[src/id3_pkg.sv]
`timescale 1ns / 1ps
// id3_pkg: shared types, constants and helpers for the ID3v2 tag deframer.
// No dependencies; imported by every module of the block.
package id3_pkg;

	// parser phase, one-hot
	typedef enum logic [5:0] {
		PH_TAG     = 6'b000001,
		PH_EXT     = 6'b000010,
		PH_SKIP    = 6'b000100,
		PH_FRAME   = 6'b001000,
		PH_PAYLOAD = 6'b010000,
		PH_DONE    = 6'b100000
	} phase_t;

	typedef enum logic [1:0] {
		KIND_TAG     = 2'd0,
		KIND_FRAME   = 2'd1,
		KIND_PAYLOAD = 2'd2,
		KIND_END     = 2'd3
	} kind_t;

	localparam int unsigned BYTE_W = 8;
	localparam int unsigned ID_W   = 32;
	localparam int unsigned SIZE_W = 28;
	localparam int unsigned CNT_W  = 4;

	// byte positions inside a header, counted from 1
	localparam logic [CNT_W-1:0] POS_FIRST    = 4'd1;
	localparam logic [CNT_W-1:0] POS_VERSION  = 4'd4;
	localparam logic [CNT_W-1:0] POS_REVISION = 4'd5;
	localparam logic [CNT_W-1:0] POS_FLAGS    = 4'd6;
	localparam logic [CNT_W-1:0] POS_SIZE0    = 4'd7;
	localparam logic [CNT_W-1:0] POS_ID_LAST  = 4'd4;
	localparam logic [CNT_W-1:0] POS_SZ_LAST  = 4'd8;
	localparam logic [CNT_W-1:0] POS_FLAG1    = 4'd9;
	localparam logic [CNT_W-1:0] HDR_LEN      = 4'd10;
	localparam logic [CNT_W-1:0] EXT_LEN      = 4'd4;

	// tag flag bit 6 sits at bit 2 of the held upper nibble
	localparam int unsigned EXT_FLAG_BIT = 2;

	typedef struct packed {
		kind_t              kind;
		logic [ID_W-1:0]    frame_id;
		logic [SIZE_W-1:0]  size_value;
		logic [BYTE_W-1:0]  tag_version;
		logic [BYTE_W-1:0]  tag_revision;
		logic [3:0]         tag_flag_bits;
		logic [BYTE_W-1:0]  frame_flag_bits;
		logic [BYTE_W-1:0]  payload_byte;
		logic [SIZE_W-1:0]  payload_offset;
		logic               last_of_frame;
	} result_t;

	typedef struct packed {
		phase_t            phase;
		logic [CNT_W-1:0]  header_count;
	} core_status_t;

	// shift one syncsafe byte (7 data bits) into the size accumulator
	function automatic logic [SIZE_W-1:0] sync_in(input logic [SIZE_W-1:0] acc,
			input logic [BYTE_W-1:0] b);
		return {acc[SIZE_W-8:0], b[6:0]};
	endfunction

	// 'A'..'Z' or '0'..'9'
	function automatic logic id_char_ok(input logic [BYTE_W-1:0] c);
		return c inside {[8'h41:8'h5A], [8'h30:8'h39]};
	endfunction

	function automatic logic id_ok(input logic [ID_W-1:0] id);
		return id_char_ok(id[31:24]) && id_char_ok(id[23:16]) &&
			id_char_ok(id[15:8]) && id_char_ok(id[7:0]);
	endfunction

endpackage

[src/id3_ban_regs.sv]
`timescale 1ns / 1ps
// id3_ban_regs: banned frame ID registers and the ID match against them.
// Depends on id3_pkg.
module id3_ban_regs import id3_pkg::*; #(
	parameter int unsigned NUM_BANNED = 4,
	parameter int unsigned IDX_W      = 3
) (
	input  logic             clk,
	input  logic             arst_n,
	input  logic             cfg_we,
	input  logic [IDX_W-1:0] cfg_index,
	input  logic [ID_W-1:0]  cfg_data,
	input  logic [ID_W-1:0]  id,
	output logic             banned
);

	logic [ID_W-1:0] ban_q [NUM_BANNED];

	always_ff @(posedge clk or negedge arst_n) begin
		if (!arst_n) begin
			for (int k = 0; k < NUM_BANNED; k++) ban_q[k] <= '0;
		end else if (cfg_we) begin
			for (int k = 0; k < NUM_BANNED; k++) begin
				if (cfg_index == IDX_W'(k)) ban_q[k] <= cfg_data;
			end
		end
	end

	// zero entry means unused
	always_comb begin
		banned = 1'b0;
		for (int k = 0; k < NUM_BANNED; k++) begin
			if ((ban_q[k] != '0) && (ban_q[k] == id)) banned = 1'b1;
		end
	end

endmodule

[src/id3_parse_core.sv]
`timescale 1ns / 1ps
// id3_parse_core: parser state and next-state/result logic for one byte beat.
// Depends on id3_pkg; the ban match comes from id3_ban_regs.
module id3_parse_core import id3_pkg::*; (
	input  logic               clk,
	input  logic               arst_n,
	input  logic               advance,
	input  logic [BYTE_W-1:0]  byte_in,
	input  logic               start,
	input  logic               banned,
	output logic [ID_W-1:0]    id,
	output logic               res_valid,
	output result_t            res,
	output core_status_t       status
);

	phase_t             phase_q, phase_d, eph;
	logic [CNT_W-1:0]   count_q, count_d, ecnt, n;
	logic [ID_W-1:0]    id_q, id_d;
	logic [SIZE_W-1:0]  acc_q, acc_d, eacc;
	logic [SIZE_W-1:0]  rem_q, rem_d, rem_dec;
	logic [SIZE_W-1:0]  off_q, off_d;
	logic [BYTE_W-1:0]  ver_q, ver_d, rev_q, rev_d;
	logic [3:0]         tflags_q, tflags_d;
	logic [BYTE_W-1:0]  fflags_q, fflags_d;

	assign id      = id_q;
	assign rem_dec = rem_q - SIZE_W'(1);

	always_comb begin
		// start mark restarts the tag header before the byte is taken
		eph  = start ? PH_TAG : phase_q;
		ecnt = start ? '0 : count_q;
		eacc = start ? '0 : acc_q;
		n    = ecnt + CNT_W'(1);

		phase_d   = eph;
		count_d   = ecnt;
		acc_d     = eacc;
		id_d      = id_q;
		rem_d     = rem_q;
		off_d     = off_q;
		ver_d     = ver_q;
		rev_d     = rev_q;
		tflags_d  = tflags_q;
		fflags_d  = fflags_q;
		res_valid = 1'b0;
		res       = '0;

		case (eph)
			PH_TAG: begin
				count_d = n;
				if (n == POS_FIRST) acc_d = '0;
				if (n == POS_VERSION) ver_d = byte_in;
				else if (n == POS_REVISION) rev_d = byte_in;
				else if (n == POS_FLAGS) tflags_d = byte_in[7:4];
				else if (n >= POS_SIZE0) acc_d = sync_in(eacc, byte_in);
				if (n >= HDR_LEN) begin
					res_valid         = 1'b1;
					res.kind          = KIND_TAG;
					res.size_value    = sync_in(eacc, byte_in);
					res.tag_version   = ver_q;
					res.tag_revision  = rev_q;
					res.tag_flag_bits = tflags_q;
					count_d = '0;
					acc_d   = '0;
					phase_d = tflags_q[EXT_FLAG_BIT] ? PH_EXT : PH_FRAME;
				end
			end
			PH_EXT: begin
				count_d = n;
				acc_d   = sync_in(eacc, byte_in);
				if (n >= EXT_LEN) begin
					rem_d = acc_d;
					if (acc_d != '0) begin
						phase_d = PH_SKIP;
					end else begin
						phase_d = PH_FRAME;
						count_d = '0;
					end
				end
			end
			PH_SKIP: begin
				rem_d = rem_dec;
				if (rem_dec == '0) begin
					phase_d = PH_FRAME;
					count_d = '0;
				end
			end
			PH_FRAME: begin
				count_d = n;
				if (n <= POS_ID_LAST) begin
					if (n == POS_FIRST) begin
						acc_d    = '0;
						fflags_d = '0;
					end
					id_d = {id_q[ID_W-9:0], byte_in};
				end else if (n <= POS_SZ_LAST) begin
					acc_d = sync_in(eacc, byte_in);
				end else if (n == POS_FLAG1) begin
					fflags_d = {byte_in[6:4], 5'b0};
				end else begin
					fflags_d = fflags_q | {3'b0, byte_in[6], byte_in[3:0]};
					count_d  = '0;
					if (!id_ok(id_q)) begin
						res_valid    = 1'b1;
						res.kind     = KIND_END;
						res.frame_id = id_q;
						phase_d      = PH_DONE;
					end else begin
						rem_d = eacc;
						off_d = '0;
						if (banned) begin
							phase_d = (eacc != '0) ? PH_SKIP : PH_FRAME;
						end else begin
							res_valid           = 1'b1;
							res.kind            = KIND_FRAME;
							res.frame_id        = id_q;
							res.size_value      = eacc;
							res.frame_flag_bits = fflags_d;
							phase_d = (eacc != '0) ? PH_PAYLOAD : PH_FRAME;
						end
					end
				end
			end
			PH_PAYLOAD: begin
				res_valid          = 1'b1;
				res.kind           = KIND_PAYLOAD;
				res.frame_id       = id_q;
				res.payload_byte   = byte_in;
				res.payload_offset = off_q;
				res.last_of_frame  = (rem_q == SIZE_W'(1));
				rem_d = rem_dec;
				off_d = off_q + SIZE_W'(1);
				if (rem_dec == '0) begin
					phase_d = PH_FRAME;
					count_d = '0;
				end
			end
			PH_DONE: begin
				// ignore bytes until the next start mark
			end
			default: begin
				phase_d = PH_TAG;
				count_d = '0;
			end
		endcase
	end

	always_ff @(posedge clk or negedge arst_n) begin
		if (!arst_n) begin
			phase_q  <= PH_TAG;
			count_q  <= '0;
			id_q     <= '0;
			acc_q    <= '0;
			rem_q    <= '0;
			off_q    <= '0;
			ver_q    <= '0;
			rev_q    <= '0;
			tflags_q <= '0;
			fflags_q <= '0;
		end else if (advance) begin
			phase_q  <= phase_d;
			count_q  <= count_d;
			id_q     <= id_d;
			acc_q    <= acc_d;
			rem_q    <= rem_d;
			off_q    <= off_d;
			ver_q    <= ver_d;
			rev_q    <= rev_d;
			tflags_q <= tflags_d;
			fflags_q <= fflags_d;
		end
	end

	assign status.phase        = phase_q;
	assign status.header_count = count_q;

endmodule

[src/id3_tag_deframer.sv]
`timescale 1ns / 1ps
// id3v2_tag_deframer: top level; input register, parser core, ban registers
// and result register. Depends on id3_pkg, id3_ban_regs, id3_parse_core.
//
// Usage:
//   Input channel (in_valid / in_stall) carries one tag byte per beat, with
//   start_of_tag marking byte 1 of a new tag header. Output channel
//   (out_valid / out_stall) carries at most one result beat per input beat:
//   tag header, frame header, payload byte or end of frames.
//   Config: cfg_we writes cfg_data into ban register cfg_index; indexes at
//   or beyond NUM_BANNED are dropped. Write only while the block is idle.
// Timing:
//   Each input beat passes the input register, then the parse logic into
//   the result register. Throughput is one byte per cycle while out_stall
//   holds back no result, set by the parser state update.
// Stall:
//   When out_stall holds a full result register, the input register still
//   takes one more beat; in_stall rises only when that one is also held.
//   Bytes that give no result pass the parser regardless of out_stall.
// Reset:
//   arst_n clears the ban registers, pipeline valids and parser state; the
//   parser then treats the first bytes as a tag header.
module id3v2_tag_deframer import id3_pkg::*; #(
	parameter int unsigned NUM_BANNED = 4
) (
	input  logic                     clk,
	input  logic                     arst_n,
	// config write port
	input  logic                     cfg_we,
	input  logic [$clog2(NUM_BANNED):0] cfg_index,
	input  logic [ID_W-1:0]          cfg_data,
	// input channel
	input  logic                     in_valid,
	output logic                     in_stall,
	input  logic [BYTE_W-1:0]        in_byte,
	input  logic                     start_of_tag,
	// output channel
	output logic                     out_valid,
	input  logic                     out_stall,
	output logic [1:0]               kind,
	output logic [ID_W-1:0]          frame_id,
	output logic [SIZE_W-1:0]        size_value,
	output logic [BYTE_W-1:0]        tag_version,
	output logic [BYTE_W-1:0]        tag_revision,
	output logic [3:0]               tag_flag_bits,
	output logic [BYTE_W-1:0]        frame_flag_bits,
	output logic [BYTE_W-1:0]        payload_byte,
	output logic [SIZE_W-1:0]        payload_offset,
	output logic                     last_of_frame
);

	localparam int unsigned IDX_W = $clog2(NUM_BANNED) + 1;

	// input register stage
	logic               valid_s1;
	logic [BYTE_W-1:0]  byte_s1;
	logic               start_s1;

	// result register
	logic               out_valid_q;
	result_t            out_q;

	logic               advance;
	logic               in_take;
	logic               banned;
	logic [ID_W-1:0]    cur_id;
	logic               res_valid;
	result_t            res;
	core_status_t       status;

	// a byte leaves stage 1 if it makes no result or the result slot frees up
	assign advance  = valid_s1 && (!res_valid || !out_valid_q || !out_stall);
	assign in_stall = valid_s1 && !advance;
	assign in_take  = in_valid && !in_stall;

	always_ff @(posedge clk or negedge arst_n) begin
		if (!arst_n) begin
			valid_s1 <= 1'b0;
		end else if (in_take) begin
			valid_s1 <= 1'b1;
		end else if (advance) begin
			valid_s1 <= 1'b0;
		end
	end

	always_ff @(posedge clk) begin
		if (in_take) begin
			byte_s1  <= in_byte;
			start_s1 <= start_of_tag;
		end
	end

	id3_ban_regs #(
		.NUM_BANNED (NUM_BANNED),
		.IDX_W      (IDX_W)
	) u_ban (
		.clk       (clk),
		.arst_n    (arst_n),
		.cfg_we    (cfg_we),
		.cfg_index (cfg_index),
		.cfg_data  (cfg_data),
		.id        (cur_id),
		.banned    (banned)
	);

	id3_parse_core u_core (
		.clk       (clk),
		.arst_n    (arst_n),
		.advance   (advance),
		.byte_in   (byte_s1),
		.start     (start_s1),
		.banned    (banned),
		.id        (cur_id),
		.res_valid (res_valid),
		.res       (res),
		.status    (status)
	);

	// result register: load on a result beat, drain when the receiver takes it
	always_ff @(posedge clk or negedge arst_n) begin
		if (!arst_n) begin
			out_valid_q <= 1'b0;
		end else if (advance && res_valid) begin
			out_valid_q <= 1'b1;
		end else if (!out_stall) begin
			out_valid_q <= 1'b0;
		end
	end

	always_ff @(posedge clk) begin
		if (advance && res_valid) out_q <= res;
	end

	assign out_valid       = out_valid_q;
	assign kind            = out_q.kind;
	assign frame_id        = out_q.frame_id;
	assign size_value      = out_q.size_value;
	assign tag_version     = out_q.tag_version;
	assign tag_revision    = out_q.tag_revision;
	assign tag_flag_bits   = out_q.tag_flag_bits;
	assign frame_flag_bits = out_q.frame_flag_bits;
	assign payload_byte    = out_q.payload_byte;
	assign payload_offset  = out_q.payload_offset;
	assign last_of_frame   = out_q.last_of_frame;

`ifndef SYNTHESIS
	// a held stage-1 beat is neither lost nor altered
	a_s1_hold: assert property (@(posedge clk) disable iff (!arst_n)
		(valid_s1 && !advance) |=> (valid_s1 && $stable(byte_s1) && $stable(start_s1)))
		else $error("stage-1 beat dropped or changed while held");

	// a frame header with nonzero size leads into payload streaming
	a_frame_to_payload: assert property (@(posedge clk) disable iff (!arst_n)
		(advance && res_valid && (res.kind == KIND_FRAME) && (res.size_value != '0))
		|=> (status.phase == PH_PAYLOAD))
		else $error("frame header not followed by payload phase");

	// header byte counter never runs past a full header
	a_count_bound: assert property (@(posedge clk) disable iff (!arst_n)
		status.header_count <= HDR_LEN)
		else $error("header counter out of range");
`endif

endmodule

[config.mk]
export PLATFORM = sky130hd
export DESIGN_NAME = id3v2_tag_deframer
export DESIGN_NICKNAME = d
export VERILOG_FILES = /design/src/id3_pkg.sv /design/src/id3_ban_regs.sv /design/src/id3_parse_core.sv /design/src/id3_tag_deframer.sv
export SDC_FILE = /design/constraint.sdc
export NUM_CORES = 1
export LEC_CHECK = 0
export BUFFER_PORTS_ARGS = -buffer_cell sky130_fd_sc_hd__clkbuf_2
export CAP_MARGIN = 20
export CORE_MARGIN = 1
export CORE_UTILIZATION = 54
export CTS_CLUSTER_DIAMETER = 50
export DETAILED_ROUTE_END_ITERATION = 10
export PLACE_DENSITY = 0.85
export REMOVE_ABC_BUFFERS = 1
export SLEW_MARGIN = 40
export SYNTH_ARGS = -nofsm -noshare
export SYNTH_HDL_FRONTEND = slang
export SYNTH_SLANG_ARGS = --single-unit
export TNS_END_PERCENT = 50
[constraint.sdc]
create_clock -name clk -period 9.8 [get_ports clk]
set_clock_uncertainty 0.2 [all_clocks]
set_input_delay 0.98 -clock clk [delete_from_list [all_inputs] [get_ports clk]]
set_output_delay 0.98 -clock clk [all_outputs]
set_load 0.01 [all_outputs]
== After elaboration in Yosys (flattened, before gate mapping) ==
Index checks and enable logic that the tools add are counted.

* Word-level logic and storage cells: 212
* Bits of input ports: 49
* Register bits after elaboration: 420
* Output and inout bits: 129

* Muxes and demuxes: 73
* Bitwise gates (word level): 5
* Equal/unequal tests: 27
* Reduce and logical (&&, ||, !) cells: 55
* $lt $le $gt $ge: 21
* $add $sub $neg: 3

{| class="wikitable"
|+ Operators by type and width
! kind !! count
|-
| two-way mux 28 bit || 19
|-
| two-way mux 62 bit || 3
|-
| one-hot mux 28 bit (3 select lines) || 2
|-
| equality test 32 bit || 4
|-
| nonzero test 32 bit || 4
|-
| one-hot mux 28 bit (2 select lines) || 2
|-
| one-hot mux 32 bit (2 select lines) || 1
|-
| two-way mux 61 bit || 1
|-
| nonzero test 28 bit || 2
|-
| two-way mux 6 bit || 9
|-
| two-way mux 48 bit || 1
|-
| two-way mux 4 bit || 11
|-
| two-way mux 34 bit || 1
|-
| >= comparator 8 x 6 -> 1 bit (second input constant) || 4
|-
| >= comparator 8 x 7 -> 1 bit (second input constant) || 4
|-
| less-or-equal comparator 8 x 6 -> 1 bit (second input constant) || 4
|-
| less-or-equal comparator 8 x 7 -> 1 bit (second input constant) || 4
|-
| two-way mux 8 bit || 4
|-
| one-hot mux 6 bit (5 select lines) || 1
|-
| adder 28 x 1 -> 28 bit (second input constant) || 1
|-
| equality test 28 x 1 -> 1 bit (second input constant) || 1
|-
| zero test 28 bit || 1
|-
| subtractor 28 x 1 -> 28 bit (second input constant) || 1
|-
| one-hot mux 4 bit (5 select lines) || 1
|-
| other kinds (38) || 98
|}

== Longest topological paths before layout ==
Gate-level depths: netlist of run 1.

* Depth in word-level cells: 21
* Gate-level depth with buffers: 15
* Gate-level depth less buffers: 11

== Hierarchy ==
Synthesis of run 1 repeated with hierarchy kept, for this count alone.

* Cell total of the unflattened synthesis: 1745
* Area, all modules: 20314.5 sq um

{| class="wikitable"
|+ By module, submodules not included
! module !! cells each !! area an instance (sq um) !! instances !! seq. area each (sq um)
|-
| id3_parse_core || 1078 || 9464.1 || 1 || 3854.9
|-
| id3_ban_regs || 519 || 6667.6 || 1 || 3203.1
|-
| id3v2_tag_deframer || 148 || 4182.8 || 1 || 4134.0
|}

== Worst setup path after synthesis of run 1 ==
OpenSTA, ideal clock, no wires.

* Kind: register to register
* Start: reg start_s1
* End: reg out_q (netlist bit frame_flag_bits[0]) (enable)
* Slack: 0.152 ns
* Buffers on the path: 3
* Clock period less this slack: 9.648 ns
* Library setup time: 0.655 ns
* Cell stages (with the launch flop): 15
* Required time: 8.945 ns
* Data arrival time: 8.793 ns
* Cell sequence: edfxtp_1 > buf_4 > clkbuf_1 > inv_1 > nand2_1 > inv_1 > ha_1 > xnor2_1 > or3_1 > nand3_2 > nand4_1 > o21ai_2 > nand2_1 > clkbuf_1 > a21oi_1

* Longest elaborated chain between the ends: 12
* Elaborated cells between the ends (all ways): 20

{| class="wikitable"
|+ Ends and longest elaborated chain
! element !! RTL line !! text
|-
| from (decl) || id3_tag_deframer.sv:57 || <nowiki>logic start_s1;</nowiki>
|-
| from (signal assigned) || id3_tag_deframer.sv:89 || <nowiki>start_s1 <= start_of_tag;</nowiki>
|-
| parallel branches: the longest is 6 deep, another holds adder 4 x 1 -> 4 bit || - ||
|-
| one-hot mux 1 bit (3 select lines) * || id3_parse_core.sv:50 || <nowiki>case (eph)</nowiki>
|-
| zero test 1 bit || id3_tag_deframer.sv:72 || <nowiki>assign advance = valid_s1 && (!res_valid || !out_valid_q || !out_stall);</nowiki>
|-
| logical OR 1 bit (2 in a row) || id3_tag_deframer.sv:72 ||
|-
| logical AND 1 bit || id3_tag_deframer.sv:72 ||
|-
| logical AND 1 bit * || id3_tag_deframer.sv:131 || <nowiki>if (advance && res_valid) out_q <= res;</nowiki>
|-
| to (signal assigned) || id3_tag_deframer.sv:131 ||
|-
| to (decl) || id3_tag_deframer.sv:61 || <nowiki>result_t out_q;</nowiki>
|}

Mark *: on every way between the ends.
A chain may end at the register's enable or synchronous reset.

== Worst setup path in the final report of run 1 ==
* Start: reg start_s1
* End: reg out_q (netlist bit frame_id[21]) (enable)

The elaborated chain is that of the path after synthesis.

==> run summary, run 1 <==
Max-slew violations: 0
Met1 usage: 0.379
Cell Rows: 71
Leakage: 9.91 nW
Core Box Area: 37700 um2
Worst Path Arrival: 5.86 ns
CP cell instances: buf_4, inv_1, nand2_1, inv_1, ha_1, xnor2_1, or3_1, nand3_2, nand4_1, o21ai_2, buf_4, nand2_2, a21oi_4, buf_4, buf_6
Placer Congestion: 0.969
Via count: 15200
Net count, final: 1906
I/O Buffers: 177
Ports: 178
Max Cap Viol: 0
First-pass GRT wire length: 87.0 mm
Worst r2r dst: frame_id[21]
Die outline height: 198 um
Final Cell Area: 23300 um2
GRT busiest layer: met2
CP max-delay cell: buf_4
Start point of the critical path: start_s1
Met3 usage: 0.0470
H-tree levels: 2
Final wirelength: 56.3 mm
Quantity of hold-fixing buffers added after cts: 0
Area delta synth->final: 12.9%
EDFF count, synth: 136
CP Max Fanout: 67
Reg2reg setup slack: 3.94 ns
Worst-case reg-to-reg path depth: 15
Longest Clk Path Bufs: 3
Synth Flop Type: dfrtp_1
CP endpoint: frame_id[21]
Gr ovfl total: 0
Num Clock Sinks: 420
Worst setup EP type: register
Setup-failing EPs final: 0
Unrepaired setup endpoints after global routing: no
Tot GR Track Use: 0.291
Clock tree root driver cell: clkbuf_16
Layout cell share with drive strength beyond 1: 0.265
Die width: 198 um
Drc violations: 0
1st-pass router iterations: 5
Largest net degree at the start of global routing: 75
CP max stage delay: 0.64 ns
CTS tree: done
Initial antenna violation count: 0
Mapped cell area: 20700 um2
Die area: 39000 um2
DP Area: 21800 um2
Diodes inserted: 0
WL per Instance: 23.5 um
CTS buffer count: 47
Smallest hold slack: 0.159 ns
Register area share after synthesis: 0.542
Clk_lat worst skew: 0.59 ns
Iteration-0 DRC count of the detailed router: 1358
Post-DP HPWL: 39.1 mm
Syn Area/Cell: 11.9 um2
Yosys reg bits: 420
Asr flop ratio synth: 0.676
Vias in the first global route: 15100
Worst VDD drop: 0.169 mV
Worst Hold Class: input port to async pin
Fin. Hold Viols: 0
Cell seen most often among critical-path stages: buf_4
CP Data Required Time: 9.81 ns
Slew HR: 0.432
Total Power: 4.76 mW
Resize count post-CTS: 0
Post-synthesis cell count: 1743
Slew @ Worst Pin: 0.847 ns
Startpoint Class: register
Setup bufs post-CTS: 0
Yosys Warn Count: 0
DP Worst Slack: 3.48 ns
Final period utilization: 0.598
Vias per inst: 6.35
R2r startpoint: start_s1
Status: finished clean
Max Fclk: 171 MHz
Kind of critical path: register to register
Met2 Resource Use GR: 0.489
PD cells: 204 nW/um2
Starting density of the core: 0.549
ANT nets after route: 0
Distinct cells, synth: 83
Final WS setup: 3.94 ns
Clk pin slew, worst setup/hold paths: 0.06 ns
Crit path time final: 5.86 ns
## cell usage in the layout (no fill, tap or decap), drive strengths merged, types with 8 or more instances in the layout
master,instances
a22o,52
mux2,178
a32o,11
nor2,55
nor2b,32
dfrtp,283
edfxtp,136
xor2,133
o22ai,16
o31ai,13
o21ai,58
clkinv,10
nand2,61
a22oi,42
buf,24
or3,20
clkbuf,241
a21o,8
nor4,84
xnor2,8
nor3,25
and3,16
nand4,33
and2,57
o21a,8
nand3,50
o2bb2ai,25
or4,10
inv,38
ha,9
a21oi,45
## how the worst min path moves through the flow
stage / end / slack [ns] / cells after the start
2_1_floorplan: u_core.fflags_q[0] / 0.27 / 2
3_3_place_gp: u_core.ver_q[1] / 0.28 / 1
3_5_place_dp: u_core.tflags_q[1] / 0.29 / 1
4_1_cts: u_core.off_q[11] / 0.17 / 1
5_1_grt: u_core.off_q[1] / 0.19 / 1
6_report: u_core.off_q[1] / 0.16 / 1
## sequential cells by signal, indices dropped and copies added (netlist names), 28 cells and up
signal / flops
frame_id: 32
payload_offset: 28
u_core.rem_q: 28
u_core.off_q: 28
u_ban.ban_q: 128
u_core.id: 32
size_value: 28
u_core.acc_q: 28
## cells by family (layout without fill, tap and decap cells)
logic type / Yosys count / count (layout) / share of synthesized area
flops: 420 / 420 / 0.542
simple gates: 486 / 486 / 0.138
xor+xnor: 141 / 141 / 0.0601
buf+inv: 175 / 316 / 0.0386
fa+ha+maj: 9 / 9 / 0.00545
compound gates: 332 / 332 / 0.118
mux: 180 / 180 / 0.0980
## power breakdown
part           leakage [nW]  internal (mW)  switching (mW)
sequential             5.02           2.02           0.324
clock                 0.746          0.991           0.723
combinational          4.14          0.337           0.366
## per-stage QoR
stage               std cells  TNS [ns]   util
finish                   2395         0  0.619
detailed placement       2310         0  0.579
CTS                      2395         0  0.619
global route             2395         0  0.619
global placement         2309         0  0.577
floorplan                1599   -203.42      -
## area by class of cell
type / count / area, um2
Fill cell: 2971 / 14300
Sequential cell: 420 / 11200
Multi-Input combinational cell: 1148 / 8760
Clock buffer: 65 / 1340
Timing Repair Buffer: 200 / 1100
Tap cell: 511 / 639
Clock inverter: 20 / 180
Inverter: 31 / 116
## cells in the mapped netlist (all sizes together), types with 8 or more instances
cell type  count  area [um2]
o21a           8        60.1
nor3          25         136
or3           20         125
dfrtp        283        7080
xnor2          8        70.1
xor2         133        1170
a32o          11         110
nor2b         32         200
inv           31         116
nand2         61         229
o31ai         13        97.6
a21oi         45         225
edfxtp       136        4080
or4           10        75.1
a21o           8        61.3
nor4          84         583
and2          57         359
nand3         50         255
buf           70         403
clkbuf        74         278
ha             9         113
nand4         33         234
o21ai         58         305
a22oi         42         315
mux2         178        2000
and3          16         100
o22ai         16         100
o2bb2ai       25         219
a22o          52         455
nor2          55         206
## critical path: cells and delay by family, from the launching register on
family	cells	cell delay [ns]
AO/OA/AOI/OAI	2	0.41
AND/OR/NAND/NOR	5	1.42
buffers and inverters	6	2.54
adder cells (fa/ha/maj)	1	0.23
XOR/XNOR	1	0.23
flip-flops	1	0.32
## routing by layer
metal / vias to the layer above / routed length, um
met1: 7666 / 22800
met3: 167 / 3450
met4: 0 / 2070
met5: - / 0
li1: 6715 / -
met2: 669 / 28000
Note: power is estimated with default switching activity, not from simulation.
==> run 2: changes to the inputs <==
clock period = 4.95 ns   (was 9.8 ns; I/O delays follow)
==> run summary, run 2 (synthesis gave the netlist of run 1 again) <==
Slew HR: 0.465 (was 0.432)
Largest net degree at the start of global routing: 108 (was 75)
Worst r2r dst: u_core.off_q[16] (was frame_id[21])
Clk_lat worst skew: 0.59 ns (about the same)
Placed cell count: 2315 (was 2310)
1st-pass router iterations: 6 (was 5)
Status: finished clean (unchanged)
Met2 Resource Use GR: 0.491 (was 0.489)
Max-slew violations: 0 (unchanged)
Die area: 39000 um2 (unchanged)
Register name with the most flops: u_ban.ban_q (unchanged)
Worst-case reg-to-reg path depth: 10 (was 15)
I/O Buffers: 177 (unchanged)
Buf/Inv on CP: 3 (was 6)
Hold Startpoint: cfg_data[14]
Kind of critical path: register to output pin (was register to register)
Post-DP HPWL: 39.3 mm (was 39.1 mm)
Placer Congestion: 1.04 (was 0.969)
Iteration-0 DRC count of the detailed router: 1774 (was 1358)
Commonest non-fill, non-tap cell in the layout: dfrtp_1 (unchanged)
Crit path max-delay family: compound AO/OA/AOI/OAI gates (was buffers and inverters)
Setup-failing EPs final: 0 (unchanged)
CP Data Required Time: 4.26 ns (was 9.81 ns)
CP cell instances: inv_1, nand2_1, ha_1, or2_2, a211oi_1, nand2_1, a31oi_1, o21a_1, nand2_1, inv_1, clkbuf_2 (was buf_4, inv_1, nand2_1, inv_1, ha_1, xnor2_1, or3_1, nand3_2, nand4_1, o21ai_2, buf_4, nand2_2, a21oi_4, buf_4, buf_6)
Starting density of the core: 0.549 (unchanged)
Max Cap Viol: 0 (unchanged)
Layout cell share with drive strength beyond 1: 0.259 (was 0.265)
ANT nets after route: 0 (unchanged)
H-tree levels: 2 (unchanged)
First-pass GRT wire length: 89.4 mm (was 87.0 mm)
Longest Clk Path Bufs: 3 (unchanged)
Final period utilization: 0.935
Tot GR Track Use: 0.299 (was 0.291)
Num Clock Sinks: 420 (unchanged)
WL per Instance: 23.6 um (was 23.5 um)
Vias per inst: 6.41 (was 6.35)
Max Fclk: 216 MHz
Non-Filler Instances: 2435 (was 2395)
Area delta synth->final: 15.1% (was 12.9%)
Core Box Area: 37700 um2 (unchanged)
Resize count post-CTS: 0 (unchanged)
Startpoint Class: register (unchanged)
Worst Path Arrival: 3.93 ns (was 5.86 ns)
GRT busiest layer: met2 (unchanged)
Ports: 178 (unchanged)
Hold Crit Endpoint: u_ban.ban_q[14]
Clk pin slew, worst setup/hold paths: 0.06 ns (about the same)
Worst Hold Class: input port to register (was input port to async pin)
Slew @ Worst Pin: 0.800 ns (was 0.847 ns)
Fin. Hold Viols: 0 (unchanged)
Gr ovfl total: 0 (unchanged)
Drc violations: 0 (unchanged)
Initial antenna violation count: 1 (was 0)
CP max-delay cell: a211oi_1 (was buf_4)
Final wirelength: 57.4 mm (was 56.3 mm)
Die outline height: 198 um (unchanged)
Cell depth of the worst hold path: 2
CP Max Fanout: 10 (was 67)
Met3 usage: 0.0497 (was 0.0470)
CTS buffer count: 46 (was 47)
Die width: 198 um (unchanged)
R2r startpoint: start_s1 (unchanged)
Fillers: 2862 (was 2971)
Worst VDD drop: 0.298 mV (was 0.169 mV)
CP max stage delay: 0.55 ns (was 0.64 ns)
Reg2reg setup slack: 0.97 ns (was 3.94 ns)
Total Power: 9.61 mW (was 4.76 mW)
PD cells: 404 nW/um2 (was 204 nW/um2)
Final Util: 0.631 (was 0.619)
Cell Rows: 71 (unchanged)
Crit path time final: 4.63 ns
Setup_tns: 0 ns (unchanged)
Via count: 15600 (was 15200)
Leakage: 10.1 nW (was 9.91 nW)
Vias in the first global route: 15600 (was 15100)
CTS tree: done (unchanged)
Largest register FFs: 128 (unchanged)
Net count, final: 1945 (was 1906)
Met1 usage: 0.385 (was 0.379)
Most frequent cells in the layout: dfrtp_1, mux2_2, clkbuf_2 (unchanged)
Unrepaired setup endpoints after global routing: no (unchanged)
Clock tree root driver cell: clkbuf_16 (unchanged)
Worst setup EP type: output pin (was register)
Cell seen most often among critical-path stages: nand2_1 (was buf_4)
-- run 2: changes by cell type in the layout (fill, tap and decap cells not counted), sizes merged --
cell         before  now
clkinvlp          2    3
bufinv            1    5
clkbuf          241  235
buf              24   30
dlygate4sd3       0   34
diode             0    1
-- run 2: area by class of cell --
cell class,instances,area [um2],area share
Sequential cell,420,11200,0.471
Multi-Input combinational cell,1148,8760,0.368
Timing Repair Buffer,240,1500,0.0630
Clock buffer,59,1260,0.0531
Tap cell,511,639,0.0269
Clock inverter,25,304,0.0128
Inverter,31,116,0.00489
Antenna cell,1,2.50,0.000105
-- run 2: power by group --
part           leakage (nW)  switching [mW]  internal, mW
clock network         0.762            1.45          2.09
logic                  4.32           0.726         0.689
registers              5.06           0.662          3.99
total                  10.1            2.84          6.78
-- run 2: what timing repair did --
item                                   CTS  global route
hold buffers                            34             0
endpoints found under the hold margin  188             0
buffers inserted                         0             0
-- run 2: worst max path at each step --
stage	startpoint	to	cells past startpoint	slack, ns
2_1_floorplan	start_s1	frame_flag_bits[0]	11	-6.45
3_3_place_gp	start_s1	in_stall	11	1.06
3_5_place_dp	start_s1	in_stall	11	0.95
4_1_cts	start_s1	in_stall	11	0.32
5_1_grt	start_s1	in_stall	11	0.07
6_report	start_s1	in_stall	11	0.32
-- run 2: stage by stage --
step           hold slack (ns)  setup slack, ns  area (um2)
2_1_floorplan        -0.000591            -6.45       20000
3_3_place_gp             0.281             1.06       21800
3_5_place_dp             0.287            0.947       21800
4_1_cts                0.00236            0.316       23700
5_1_grt                 0.0209           0.0736       23800
6_report                0.0237            0.323       23800
-- run 2: routing by layer --
layer	routed length (um)	vias to the layer above
met3	4010	207
met4	2870	0
met2	27900	795
met5	0	-
met1	22600	7797
li1	-	6802
==> run 3: changes to the inputs <==
SYNTH_HIERARCHICAL = 1   (was not set)
==> run summary, run 3 <==
PD cells: 377 nW/um2 (was 404 nW/um2)
Most frequent cells in the layout: dfrtp_1, clkbuf_2, mux2_2 (was dfrtp_1, mux2_2, clkbuf_2)
Die width: 196 um (was 198 um)
Startpoint Class: register (unchanged)
Max Cap Viol: 0 (unchanged)
CP max-delay cell: and3_1 (was a211oi_1)
Gr ovfl total: 0 (unchanged)
Top cells by area, synth: dfrtp_1, edfxtp_1, mux2_2 (unchanged)
Post-synthesis cell count: 1745 (was 1743)
Synth Flop Type: dfrtp_1 (unchanged)
Longest Clk Path Bufs: 3 (unchanged)
CP max stage delay: 0.72 ns (was 0.55 ns)
Core Box Area: 36800 um2 (was 37700 um2)
Slew HR: 0.437 (was 0.465)
Fin. Hold Viols: 0 (unchanged)
Most instantiated cells after synthesis: dfrtp_1, mux2_2, edfxtp_1 (unchanged)
Max-slew violations: 0 (unchanged)
Yosys reg bits: 420 (unchanged)
Final wirelength: 57.8 mm (was 57.4 mm)
EDFF count, synth: 136 (unchanged)
Leakage: 9.76 nW (was 10.1 nW)
Worst Hold Class: input port to register (unchanged)
CP Data Required Time: 5.17 ns (was 4.26 ns)
Clk pin slew, worst setup/hold paths: 0.06 ns (about the same)
Final period utilization: 0.932 (was 0.935)
Area delta synth->final: 16.4% (was 15.1%)
CTS tree: done (unchanged)
Ports: 178 (unchanged)
Net count, final: 1985 (was 1945)
Setup-failing EPs final: 0 (unchanged)
Register name with the most flops: u_ban/ban_q (was u_ban.ban_q)
ANT nets after route: 0 (unchanged)
Largest net degree at the start of global routing: 118 (was 108)
Yosys Warn Count: 6 (was 0)
Num Clock Sinks: 420 (unchanged)
Slew @ Worst Pin: 0.845 ns (was 0.800 ns)
Clock tree root driver cell: clkbuf_16 (unchanged)
First-pass GRT wire length: 88.4 mm (was 89.4 mm)
Worst setup EP type: register (was output pin)
CP Max Fanout: 22 (was 10)
Placed cell count: 2309 (was 2315)
Distinct cells, synth: 79 (was 83)
Die outline height: 196 um (was 198 um)
Crit path time final: 4.62 ns (was 4.63 ns)
Worst Path Arrival: 4.84 ns (was 3.93 ns)
Area fraction of the dominant cell type after synthesis: 0.349 (was 0.343)
Worst VDD drop: 0.329 mV (was 0.298 mV)
Initial antenna violation count: 1 (unchanged)
Kind of critical path: register to register (was register to output pin)
Clk_lat worst skew: 0.59 ns (about the same)
WL per Instance: 23.7 um (was 23.6 um)
Status: finished clean (unchanged)
Iteration-0 DRC count of the detailed router: 1560 (was 1774)
Mapped cell area: 20300 um2 (was 20700 um2)
Vias per inst: 6.30 (was 6.41)
CP cell instances: xnor2_1, nand4_1, nor4_1, o211ai_1, nand4_1, inv_1, o21a_1, nor2_2, o21ai_0, a31oi_1, inv_1, a21oi_1, buf_4, and3_1, a21oi_1 (was inv_1, nand2_1, ha_1, or2_2, a211oi_1, nand2_1, a31oi_1, o21a_1, nand2_1, inv_1, clkbuf_2)
Syn Area/Cell: 11.6 um2 (was 11.9 um2)
Commonest non-fill, non-tap cell in the layout: dfrtp_1 (unchanged)
Layout cell share with drive strength beyond 1: 0.255 (was 0.259)
Drc violations: 0 (unchanged)
Post-DP HPWL: 40.8 mm (was 39.3 mm)
Max Fclk: 217 MHz (was 216 MHz)
Largest register FFs: 128 (unchanged)
Register area share after synthesis: 0.551 (was 0.542)
Placer Congestion: 0.987 (was 1.04)
CTS buffer count: 48 (was 46)
Asr flop ratio synth: 0.676 (unchanged)
Die area: 38400 um2 (was 39000 um2)
Post-synth top area cell: dfrtp_1 (unchanged)
I/O Buffers: 177 (unchanged)
Via count: 15300 (was 15600)
Total Power: 8.91 mW (was 9.61 mW)
Vias in the first global route: 15100 (was 15600)
Starting density of the core: 0.552 (was 0.549)
Resize count post-CTS: 0 (unchanged)
Most common cell in the netlist: dfrtp_1 (unchanged)
H-tree levels: 2 (unchanged)
Tot GR Track Use: 0.302 (was 0.299)
Non-Filler Instances: 2436 (was 2435)
1st-pass router iterations: 6 (unchanged)
Cell Rows: 70 (was 71)
Unrepaired setup endpoints after global routing: no (unchanged)
## run 3: changes by cell type after synthesis, moves of 11 or more
cell,change
mux2_4,+13
a21oi_1,+43
xor2_1,-129
nand4_1,+23
xnor2_1,+126
clkbuf_1,+17
o2bb2ai_1,-25
buf_2,-29
o21ai_0,+38
nor2_1,+11
nor4_1,-18
nand2_1,+32
a22oi_1,-34
mux2_2,-19
## run 3: cell type report
cell class | instances | area [um2]
antenna | 1 | 2.50
clock buffer | 63 | 1330
clock inverter | 27 | 295
fill | 2756 | 13100
inverter | 36 | 135
multi-input combinational | 1165 | 8470
sequential | 420 | 11200
tap | 468 | 586
timing repair buffer | 256 | 1640
## run 3: metrics by stage
step	setup TNS (ns)	worst slack, ns	hold slack, ns	utilization	instance area (um2)
4_1_cts	0	0.446	0.0226	0.643	23600
2_1_floorplan	-931.30	-5.19	-0.000591	-	19700
5_1_grt	0	0.103	0.0366	0.643	23600
3_3_place_gp	0	0.510	0.279	0.588	21600
6_report	0	0.334	0.0513	0.643	23600
3_5_place_dp	0	0.451	0.209	0.589	21700
## run 3: logic make-up (layout without fill, tap and decap cells)
| logic type | Yosys count | in the layout | share of synthesized area |
|---|---|---|---|
| AO/OA/AOI/OAI | 333 | 333 | 0.107 |
| XOR/XNOR | 137 | 137 | 0.0591 |
| adder cells (fa/ha/maj) | 9 | 9 | 0.00554 |
| buffers and inverters | 160 | 382 | 0.0350 |
| flip-flops | 420 | 420 | 0.551 |
| multiplexers | 176 | 176 | 0.0998 |
| other | 0 | 1 | 0 |
| AND/OR/NAND/NOR | 510 | 510 | 0.142 |
## run 3: worst paths after layout
check,slack (ns),to,cells after the start,startpoint
setup / recovery,0.33,u_core/off_q[16],15,u_core/id[30]
setup reg to reg,0.33,u_core/off_q[16],15,u_core/id[30]
max in group asynchronous,2.89,u_core/off_q[22],4,arst_n
hold reg to reg,0.30,u_core/rev_q[5],1,u_core/rev_q[5]
hold / removal,0.05,u_ban/ban_q[18],2,cfg_data[18]
min in group asynchronous,0.18,u_core/acc_q[16],2,arst_n
## run 3: metal layers
layer / share of wire / track usage / wire [um] / up-vias
met3: 0.077 / 0.0514 / 4420 / 131
li1: - / - / - / 6788
met1: 0.40 / 0.399 / 23400 / 7660
met5: 0 / 0 / 0 / -
met2: 0.48 / 0.497 / 27800 / 756
met4: 0.037 / 0.121 / 2160 / 0
## run 3: what timing repair did
item                                   CTS  global route
hold buffers                            36             0
endpoints found under the hold margin  148             0
buffers inserted                         0             0
## run 3: worst max-delay path, delay by kind of cell (launching register included)
kind | cells | cell delay [ns]
AND/OR/NAND/NOR | 5 | 1.68
AO/OA/AOI/OAI | 6 | 1.25
flip-flops | 1 | 0.53
XOR/XNOR | 1 | 0.38
buffers and inverters | 3 | 0.39
## run 3: where the power goes
part | switching, mW | internal, mW
logic | 0.496 | 0.535
registers | 0.402 | 3.89
clock network | 1.50 | 2.09
total | 2.39 | 6.52
